<file path="src/hw/rtl/tolp_pkg.sv">
// Package for the third-order lowpass IIR unit: widths, register indexes,
// controller states and the multiply-accumulate sequence table.
// No dependencies.
package tolp_pkg;

  localparam int SampleWidth = 16;
  localparam int HistFrac    = 16;
  localparam int AccWidth    = 96;
  localparam int DenWidth    = 50;
  localparam int CoefWidth   = 52;
  localparam int XsWidth     = 19;
  localparam int NumOps      = 13;
  localparam int DivSteps    = 16;

  localparam logic [7:0] CFG_GAIN   = 8'd0;
  localparam logic [7:0] CFG_DAMP   = 8'd1;
  localparam logic [7:0] CFG_FREQ   = 8'd2;
  localparam logic [7:0] CFG_PERIOD = 8'd3;

  typedef enum logic [2:0] {
    S_IDLE, S_MUL, S_ACC, S_PREP, S_CHECK, S_DIV, S_DONE
  } state_e;

  typedef enum logic [3:0] {
    A_NF, A_WT, A_DAMP, A_WT2_LO, A_WT2_HI, A_KWT2_LO, A_KWT2_HI, A_C_LO, A_C_HI
  } asel_e;

  typedef enum logic [2:0] {
    B_TS, B_WT, B_GAIN, B_XS, B_Y
  } bsel_e;

  typedef enum logic [1:0] {
    SG_POS, SG_X, SG_C
  } sgn_e;

  typedef enum logic [2:0] {
    L_NONE, L_WT, L_WT2, L_DWT, L_KWT2
  } latch_e;

  typedef struct packed {
    asel_e      a_sel;
    bsel_e      b_sel;
    logic [1:0] idx;
    logic [1:0] shift;  // product is shifted left by 16 times this
    sgn_e       sgn;
    logic       load;   // replace the accumulator instead of adding
    latch_e     latch;
  } op_t;

  typedef struct packed {
    logic start;
    logic mul;
    logic acc;
    logic prep;
    logic check;
    logic div;
    logic finish;
    op_t  op;
  } cmd_t;

  typedef struct packed {
    logic out_full;
  } stat_t;

  function automatic op_t tolp_op(input logic [3:0] step);
    op_t o;
    o = '{a_sel: A_NF, b_sel: B_TS, idx: 2'd0, shift: 2'd0, sgn: SG_POS,
          load: 1'b1, latch: L_NONE};
    case (step)
      4'd0: o.latch = L_WT;
      4'd1: begin o.a_sel = A_WT; o.b_sel = B_WT; o.latch = L_WT2; end
      4'd2: begin o.a_sel = A_DAMP; o.b_sel = B_WT; o.latch = L_DWT; end
      4'd3: begin o.a_sel = A_WT2_LO; o.b_sel = B_GAIN; end
      4'd4: begin
        o.a_sel = A_WT2_HI; o.b_sel = B_GAIN; o.shift = 2'd2; o.load = 1'b0;
        o.latch = L_KWT2;
      end
      4'd5: begin o.a_sel = A_KWT2_LO; o.b_sel = B_XS; o.shift = 2'd1; o.sgn = SG_X; end
      4'd6: begin
        o.a_sel = A_KWT2_HI; o.b_sel = B_XS; o.shift = 2'd3; o.sgn = SG_X; o.load = 1'b0;
      end
      4'd7, 4'd9, 4'd11: begin
        o.a_sel = A_C_LO; o.b_sel = B_Y; o.sgn = SG_C; o.load = 1'b0;
        o.idx = 2'((step - 4'd7) >> 1);
      end
      4'd8, 4'd10, 4'd12: begin
        o.a_sel = A_C_HI; o.b_sel = B_Y; o.sgn = SG_C; o.load = 1'b0; o.shift = 2'd2;
        o.idx = 2'((step - 4'd8) >> 1);
      end
      default: o.load = 1'b1;
    endcase
    return o;
  endfunction

endpackage

</file>
<file path="src/hw/rtl/tolp_ctrl.sv">
// Controller of the lowpass IIR unit: steps the multiply-accumulate sequence,
// the rounding preparation and the divider. Depends on tolp_pkg.
module tolp_ctrl
  import tolp_pkg::*;
(
  input  logic  clk_i,
  input  logic  rst_ni,
  input  logic  in_valid_i,
  output logic  in_ready_o,
  input  stat_t stat_i,
  output cmd_t  cmd_o
);

  state_e     state_q, state_d;
  logic [3:0] step_q, step_d;
  logic [3:0] cnt_q, cnt_d;

  always_ff @(posedge clk_i or negedge rst_ni) begin
    if (!rst_ni) begin
      state_q <= S_IDLE;
      step_q  <= '0;
      cnt_q   <= '0;
    end else begin
      state_q <= state_d;
      step_q  <= step_d;
      cnt_q   <= cnt_d;
    end
  end

  always_comb begin
    state_d = state_q;
    step_d  = step_q;
    cnt_d   = cnt_q;
    case (state_q)
      S_IDLE: begin
        if (in_valid_i) begin
          state_d = S_MUL;
          step_d  = '0;
        end
      end
      S_MUL: state_d = S_ACC;
      S_ACC: begin
        if (step_q == 4'(NumOps - 1)) begin
          state_d = S_PREP;
        end else begin
          state_d = S_MUL;
          step_d  = step_q + 4'd1;
        end
      end
      S_PREP: state_d = S_CHECK;
      S_CHECK: begin
        state_d = S_DIV;
        cnt_d   = '0;
      end
      S_DIV: begin
        cnt_d = cnt_q + 4'd1;
        if (cnt_q == 4'(DivSteps - 1)) begin
          state_d = S_DONE;
        end
      end
      S_DONE: begin
        if (!stat_i.out_full) begin
          state_d = S_IDLE;
        end
      end
      default: state_d = S_IDLE;
    endcase
  end

  always_comb begin
    cmd_o        = '0;
    cmd_o.op     = tolp_op(step_q);
    in_ready_o   = 1'b0;
    case (state_q)
      S_IDLE: begin
        in_ready_o  = 1'b1;
        cmd_o.start = in_valid_i;
      end
      S_MUL:   cmd_o.mul = 1'b1;
      S_ACC:   cmd_o.acc = 1'b1;
      S_PREP:  cmd_o.prep = 1'b1;
      S_CHECK: cmd_o.check = 1'b1;
      S_DIV:   cmd_o.div = 1'b1;
      S_DONE:  cmd_o.finish = !stat_i.out_full;
      default: in_ready_o = 1'b0;
    endcase
  end

endmodule

</file>
<file path="config.mk">
export PLATFORM = sky130hd
export DESIGN_NAME = tolp_ctrl
export DESIGN_NICKNAME = d
export VERILOG_FILES = /design/src/hw/rtl/tolp_pkg.sv /design/src/hw/rtl/tolp_ctrl.sv
export SDC_FILE = /design/constraint.sdc
export NUM_CORES = 1
export LEC_CHECK = 0
export BUFFER_PORTS_ARGS = -buffer_cell sky130_fd_sc_hd__buf_2
export CAP_MARGIN = 20
export CORE_ASPECT_RATIO = 0.9
export CORE_MARGIN = 10
export CORE_UTILIZATION = 45
export DETAILED_ROUTE_END_ITERATION = 12
export PLACE_DENSITY = 0.76
export SETUP_SLACK_MARGIN = 0.2
export SLEW_MARGIN = 20
export SYNTH_ARGS = -nofsm -noshare
export SYNTH_HDL_FRONTEND = slang
export SYNTH_SLANG_ARGS = --single-unit
export TNS_END_PERCENT = 30
</file>
<file path="constraint.sdc">
create_clock -name clk_i -period 1.9 [get_ports clk_i]
set_input_delay 0.19 -clock clk_i [delete_from_list [all_inputs] [get_ports clk_i]]
set_output_delay 0.19 -clock clk_i [all_outputs]
set_load 0.02 [all_outputs]
</file>
# [Word level (Yosys, flattened, before mapping)]
# Index checks and enable logic that the tools add are counted.
[totals] register_bits=11 in_bits=4 output_inout_bits=25
[op_classes] n_reduce_logical=13 eq_ne=23 n_addsub=4 n_mux=23
[ops] op="7-bit one-hot mux with 8 select lines" count=1
[ops] op="4-bit == test, second input constant" count=6
[ops] op="3-bit one-hot mux with 7 select lines" count=1
[ops] op="4-bit by 3-bit == test with 1-bit output, second input constant" count=4
[ops] op="4-bit one-hot mux with 2 select lines" count=2
[ops] op="3-bit one-hot mux with 4 select lines" count=1
[ops] op="3-bit == test, second input constant" count=3
[ops] op="1-bit two-way mux" count=9
[ops] op="3-bit two-way mux" count=3
[ops] op="4-bit by 1-bit adder with 4-bit output, second input constant" count=2
[ops] op="4-bit by 2-bit == test with 1-bit output, second input constant" count=2
[ops] op="4-bit two-way mux" count=2
[ops] op="2-bit != test, second input constant" count=4
[ops] op="2-bit one-hot mux with 2 select lines" count=2
[ops] op="8-bit OR reduction" count=1
[ops] op="3-bit by 2-bit == test with 1-bit output, second input constant" count=2
[ops] op="2-bit one-hot mux with 3 select lines" count=1
[ops] op="3-bit AND reduction" count=2
[ops] op="3-bit OR reduction" count=2
[ops] op="6-bit OR reduction" count=1
[ops] op="4-bit by 1-bit == test with 1-bit output, second input constant" count=1
[ops] op="4-bit zero test" count=1
[ops] op="2-bit nonzero test" count=2
[ops] op="4-bit OR reduction" count=1
[ops] op="other kinds (7)" count=7

# [Logic depth before layout (Yosys ltp)]
# Gate-level depths: netlist of run 1.
[depth] ltp_word=3 ltp_mapped=5

# [Worst setup path before layout of run 1]
# Ideal clock, no wire load.
[synth_path] path_kind="register to output" start="register step_q[1]" end="output port cmd_o[15] (netlist name)" required_ns=1.710 n_path_buf=0 slack_ns=0.173 stages_incl_launch_ff=6 arrival_ns=1.537 cell_sequence="dfrtp_1 -> inv_1 -> ha_1 -> o21ba_1 -> a22oi_2 -> or3b_1"
[synth_lines] item="start, declared" line_no="tolp_ctrl.sv:15" source="logic [3:0] step_q, step_d;"
[synth_lines] item="start signal, assigned" line_no="tolp_ctrl.sv:25" source="step_q <= step_d;"
[synth_lines] item="end, declared" line_no="tolp_ctrl.sv:11" source="output cmd_t cmd_o"

==> results.json, run 1 <==
{
  "post_synthesis_cell_type_count": 34,
  "place_congestion": 0.7936,
  "die_width_um": 67.33,
  "antenna_found_initial": 0,
  "cap_viol_max_count": 0,
  "timing_worst_setup_path_type": "flop to primary output",
  "number_of_enable_flip_flop_cells_after_synthesis": 0,
  "critical_path_peak_fanout": 5,
  "p_leak_nw": 0.6633,
  "drc": 0,
  "io_buffer_count": 28,
  "mostFrequentLayoutCells": "buf_2 (18), buf_4 (16), dfrtp_1 (8)",
  "worstSetupStartpointType": "flop",
  "worst_slew_pin_tran_ps": 348.2,
  "place.detailed.hpwl_um": 1752,
  "layout.cells.most_common": "buf_2",
  "post_synth.cell_area_avg_um2": 8.722,
  "rsz0062_at_grt": "true",
  "power.ir.vdd_worst_v": 0.0008347,
  "outcome": "finished with violations",
  "path_cells": "ha_4 -> o21ba_4 -> a22oi_2 -> or3b_4 -> buf_6",
  "synthArstFlopShare": 1.000,
  "setup_violations": 4,
  "finalCriticalPeriod_ps": 1999,
  "grtUsageTotal": 0.1198,
  "timing.slew.headroom": 0.7678,
  "clock_tree.root_cell": "clkbuf_4",
  "syn-instance-count": 104,
  "combined_area_of_the_multi_input_logic_cells_um2": 654.4,
  "fillerInstances": 159,
  "critical_path.top_delay_family": "flip-flops",
  "routedWlPerCell_um": 15.09,
  "initialDrtViolationCount": 16,
  "cts_made_buffers": 3,
  "clk_pin_slew_worst_paths_ps": 70,
  "global_route.overflow_total": 0,
  "area_growth_syn_to_layout_pct": 43.86,
  "detail_route.vias_per_cell": 5.376,
  "timing.final.ws_setup_ps": -98.52,
  "min_period_over_period": 1.052,
  "die_h_um": 62.60,
  "via_count_of_the_first_global_routing_pass": 850,
  "final-max-slew-violation-count": 0,
  "number_of_warnings_printed_during_yosys_synthesis": 0,
  "detailroute.via_count": 914,
  "synth_nets": 114,
  "max_freq_ghz": 0.5004,
  "drtAntennaViolNets": 0,
  "crit_path_max_incr_delay_ps": 470,
  "clock_latency_ps": 280,
  "ys_seq_area_frac": 0.3034,
  "worst_case_hold_slack_ps": 235.7,
  "final_area_um2": 1305,
  "start_util": 0.4739,
  "area_of_the_mapped_netlist_um2": 907.1,
  "worst_hold_path_type": "primary input to flop",
  "diodes": 0,
  "clkSinkCount": 11,
  "worstPathRequired_ps": 1710,
  "power_density_nw_per_um2": 1499,
  "tritoncts_clock_tree": "yes",
  "fp.coreArea_um2": 1914,
  "firstDrtPassIters": 4,
  "nNetsFinal": 156,
  "slowest_stage": "dfrtp_2",
  "worstPathArrival_ps": 1810,
  "postSynth.topFlopCell": "dfrtp_1",
  "violations": "setup timing",
  "fp.dieArea_um2": 4214,
  "ys_ff_latch": 11,
  "critical_path.endpoint_type": "primary output",
  "grt_start_max_net_pins": 16,
  "post_route_cells_drive_above_1_share": 0.4759,
  "setup-tns-final_ps": -301.2,
  "std_cell_rows": 15,
  "wire_length_of_the_first_global_routing_pass_um": 4008,
  "finalWirelength_um": 2565,
  "placed_cell_area_um2": 1087,
  "buffers_and_inverters_on_the_worst_path": 1,
  "clockBufferDepth": 2,
  "skew_ps": 6.131,
  "timing.final.hold_violations": 0,
  "seqCellArea_um2": 279.0,
  "boundaryPins": 29,
  "cts_htree_levels": 1
}
## final cells by class
| type | count | area share |
|---|---|---|
| clock buffer | 4 | 0.02013 |
| inverter | 7 | 0.02013 |
| multi-input combinational | 82 | 0.5014 |
| sequential | 11 | 0.2138 |
| tap | 25 | 0.02397 |
| timing repair buffer | 41 | 0.2205 |
## tightest hold or removal path: stages
cell	delay, ps
buf_2	100
mux2i_1	60
o2bb2ai_1	130
## report_power, final
group | total [mW] | switching, mW | internal (mW)
registers | 0.522 | 0.188 | 0.334
logic | 1.27 | 0.689 | 0.585
clock network | 0.160 | 0.0783 | 0.0815
## final timing paths
check,startpoint,to,slack (ps),cells after the start
max,step_q[0]$_DFFE_PN0P_,cmd_o[15],-100,5
min,stat_i,state_q[1]$_DFFE_PN0P_,240,3
max reg2reg,step_q[0]$_DFFE_PN0P_,step_q[1]$_DFFE_PN0P_,300,5
min reg2reg,cnt_q[1]$_DFFE_PN0P_,cnt_q[1]$_DFFE_PN0P_,510,2
max in group asynchronous,rst_ni,step_q[1]$_DFFE_PN0P_,1370,2
min in group asynchronous,rst_ni,state_q[1]$_DFFE_PN0P_,300,2
## state kept, by name (all words and copies together), names as in the netlist
| register | flops |
|---|---|
| cnt_q | 4 |
| state_q | 3 |
| step_q | 4 |
## repair_timing
action,4_1_cts,5_1_grt
setup buffers,5,3
hold buffers,1,0
pin swaps,3,0
resized for setup,27,11
endpoints found under the hold margin,11,0
setup endpoints to repair,16,18
## metrics by stage
| step | cells | worst slack (ps) | power, mW | util |
|---|---|---|---|---|
| floorplan | 104 | 201.8 | 1.235 | - |
| global placement | 157 | 120.5 | 1.507 | 0.5680 |
| detailed placement | 157 | 53.93 | 1.542 | 0.5680 |
| CTS | 167 | -98.70 | 1.855 | 0.6503 |
| global route | 170 | -159.4 | 2.097 | 0.6817 |
| finish | 170 | -98.52 | 1.957 | 0.6817 |
## Yosys cell counts, types with 3 or more instances
master / n / share of area
a21oi_1: 4 / 0.022
and3_1: 3 / 0.021
buf_2: 3 / 0.017
dfrtp_1: 11 / 0.30
ha_1: 6 / 0.083
inv_1: 7 / 0.029
mux2i_1: 3 / 0.033
nand2_1: 8 / 0.033
nand3_1: 3 / 0.017
nor2_1: 7 / 0.029
nor2b_1: 6 / 0.041
nor3_1: 6 / 0.033
nor3b_1: 3 / 0.025
o21a_1: 3 / 0.025
o21ai_0: 7 / 0.039
## routing by layer
layer / vias to the layer above / track usage / share of wire
li1: 450 / - / -
met1: 429 / 0.1231 / 0.41
met2: 24 / 0.2145 / 0.51
met4: 0 / 0.04103 / 0.039
met5: - / 0 / 0
met3: 11 / 0.04122 / 0.044
## kinds of logic after synthesis
family | after synthesis | share of synthesized area
adder cells (fa/ha/maj) | 6 | 0.08276
buffers and inverters | 11 | 0.05793
flip-flops | 11 | 0.3034
AND/OR/NAND/NOR | 45 | 0.2924
AO/OA/AOI/OAI | 26 | 0.2055
multiplexers | 5 | 0.05793
No activity file was read; power rests on OpenSTA's default activity.
==> run 2, diff against run 1 <==
==> constraint.sdc (replaced) <==
create_clock -name clk_i -period 2.1 [get_ports clk_i]
set_input_delay 0.21 -clock clk_i [delete_from_list [all_inputs] [get_ports clk_i]]
set_output_delay 0.21 -clock clk_i [all_outputs]
set_load 0.02 [all_outputs]
==> run 2 against run 1 <==
The flow now finishes without violations. Core utilization fell by 3.7 points. Combinational power fell by 17%. Hold slack improved by 39 ps. Highest routed layer unchanged.
==> results.json, run 2 (synthesized netlist as in run 1, its figures left out) <==
{
  "outcome": "finished clean",
  "finalCriticalPeriod_ps": 2031,
  "drtAntennaViolNets": 0,
  "placed_cells": 155,
  "initialDrtViolationCount": 42,
  "place_congestion": 0.7636,
  "dpl_worst_slack_ps": 147.5,
  "switchingPower_mw": 0.8357,
  "boundaryPins": 29,
  "crit_path_max_incr_delay_ps": 470,
  "nNetsFinal": 151,
  "power_density_nw_per_um2": 1358,
  "path_cells": "ha_4 -> o21ba_4 -> a22oi_2 -> buf_4 -> or2b_1 -> buf_6",
  "firstDrtPassIters": 4,
  "tritoncts_clock_tree": "yes",
  "finalWirelength_um": 2415,
  "routedWlPerCell_um": 14.64,
  "timing.reg2reg.worst_path_depth": 5,
  "combPwrFrac": 0.632,
  "slowest_stage": "dfrtp_2",
  "clockBufferDepth": 2,
  "worst_case_hold_slack_ps": 275.1,
  "wire_length_of_the_first_global_routing_pass_um": 3981,
  "largestRegisters": "cnt_q: 4 flops, step_q: 4 flops, state_q: 3 flops",
  "worstSetupStartpointType": "flop",
  "power_frac_seq": 0.284,
  "power.share.switching": 0.4989,
  "timing.final.hold_violations": 0,
  "io_buffer_count": 28,
  "diodes": 0,
  "via_count_of_the_first_global_routing_pass": 859,
  "place.detailed.hpwl_um": 1735,
  "min_period_over_period": 0.9671,
  "cts_htree_levels": 1,
  "fillerInstances": 166,
  "fp.dieArea_um2": 4214,
  "detailroute.via_count": 877,
  "layout.cells.most_common": "buf_2",
  "rsz0062_at_grt": "true",
  "antenna_found_initial": 0,
  "grtUsageTotal": 0.1163,
  "power_report.internal_total_mw": 0.8394,
  "die_h_um": 62.60,
  "worst_slew_pin_tran_ps": 479.8,
  "clock_tree.root_cell": "clkbuf_4",
  "timing.final.ws_setup_ps": 69.04,
  "worstPathArrival_ps": 1820,
  "critical_path.endpoint_type": "primary output",
  "grt_start_max_net_pins": 16,
  "critical_path_peak_fanout": 6,
  "worst_hold_path_type": "primary input to flop",
  "area_growth_syn_to_layout_pct": 36.00,
  "p_leak_nw": 0.6361,
  "p_clk_frac": 0.084,
  "final-max-slew-violation-count": 0,
  "max_freq_ghz": 0.4924,
  "clk_pin_slew_worst_paths_ps": 60,
  "whs_path_depth": 3,
  "die_width_um": 67.33,
  "power.ir.vdd_worst_v": 0.0008989,
  "global_route.overflow_total": 0,
  "timing_worst_setup_path_type": "flop to primary output",
  "drc": 0,
  "timing.slew.headroom": 0.6801,
  "clkSinkCount": 11,
  "worstPathRequired_ps": 1890,
  "cts_made_buffers": 3,
  "setup_violations": 0,
  "skew_ps": 0.1977,
  "clock_latency_ps": 260,
  "layout.core_utilization": 0.6444,
  "post_route_non_filler_standard_cell_count": 165,
  "detail_route.vias_per_cell": 5.315,
  "cap_viol_max_count": 0,
  "post_route_cells_drive_above_1_share": 0.4143,
  "std_cell_rows": 15,
  "mostFrequentLayoutCells": "buf_2 (22), dfrtp_1 (9), nand2_1 (8), buf_4 (8), o21ai_0 (7)",
  "start_util": 0.4739,
  "setup-tns-final_ps": 0,
  "fp.coreArea_um2": 1914
}
## run 2: cell count changes in the layout (fill, tap and decap cells not counted), sizes merged
cell	before	now
buf	40	35
## run 2: final timing paths
check	slack, ps	end	start
setup / recovery	70	cmd_o[5]	step_q[0]$_DFFE_PN0P_
hold / removal	280	state_q[0]$_DFFE_PN0P_	in_valid_i
setup reg to reg	520	step_q[1]$_DFFE_PN0P_	step_q[0]$_DFFE_PN0P_
hold reg to reg	520	cnt_q[1]$_DFFE_PN0P_	cnt_q[1]$_DFFE_PN0P_
max in group asynchronous	1530	step_q[0]$_DFFE_PN0P_	rst_ni
min in group asynchronous	340	state_q[0]$_DFFE_PN0P_	rst_ni
## run 2: repair_timing
action | CTS | global route
resized for setup | 14 | 12
endpoints found under the hold margin | 11 | 0
pin swaps | 3 | 3
endpoints found under the setup margin | 8 | 9
buffers inserted | 5 | 0
hold buffers | 1 | 0
## run 2: stage by stage
step | instance area, µm² | power, mW
2_1_floorplan | 907.1 | 1.110
3_3_place_gp | 1067 | 1.339
3_5_place_dp | 1067 | 1.373
4_1_cts | 1186 | 1.613
5_1_grt | 1234 | 1.804
6_report | 1234 | 1.675
## run 2: power groups by stage
stage          logic (mW)  clock network (mW)  registers (mW)
3_5_place_dp        0.914                   0           0.459
4_1_cts              1.01               0.143           0.461
2_1_floorplan       0.723                   0           0.387
5_1_grt              1.14               0.162           0.500
3_3_place_gp        0.889                   0           0.450
6_report             1.06               0.140           0.476
## run 2: cell type report
cell class                 count  area [µm²]  area share
multi-input combinational     82       635.6      0.5152
clock buffer                   4       26.28     0.02130
tap                           25       31.28     0.02536
sequential                    11       277.8      0.2252
timing repair buffer          36       236.5      0.1917
inverter                       7       26.28     0.02130
## run 2: worst max-delay path, delay by kind of cell (launching register included)
family | cells | cell delay, ps
adder cells (fa/ha/maj) | 1 | 190
AO/OA/AOI/OAI | 2 | 360
flip-flops | 1 | 470
buffers and inverters | 2 | 290
AND/OR/NAND/NOR | 1 | 240
## run 2: per-layer routing
metal,GRT usage,up-vias,share of wire
met5,0,-,0
met4,0.02821,0,0.0079
met3,0.04301,2,0.051
met2,0.1967,22,0.53
met1,0.1324,414,0.41
li1,-,439,-
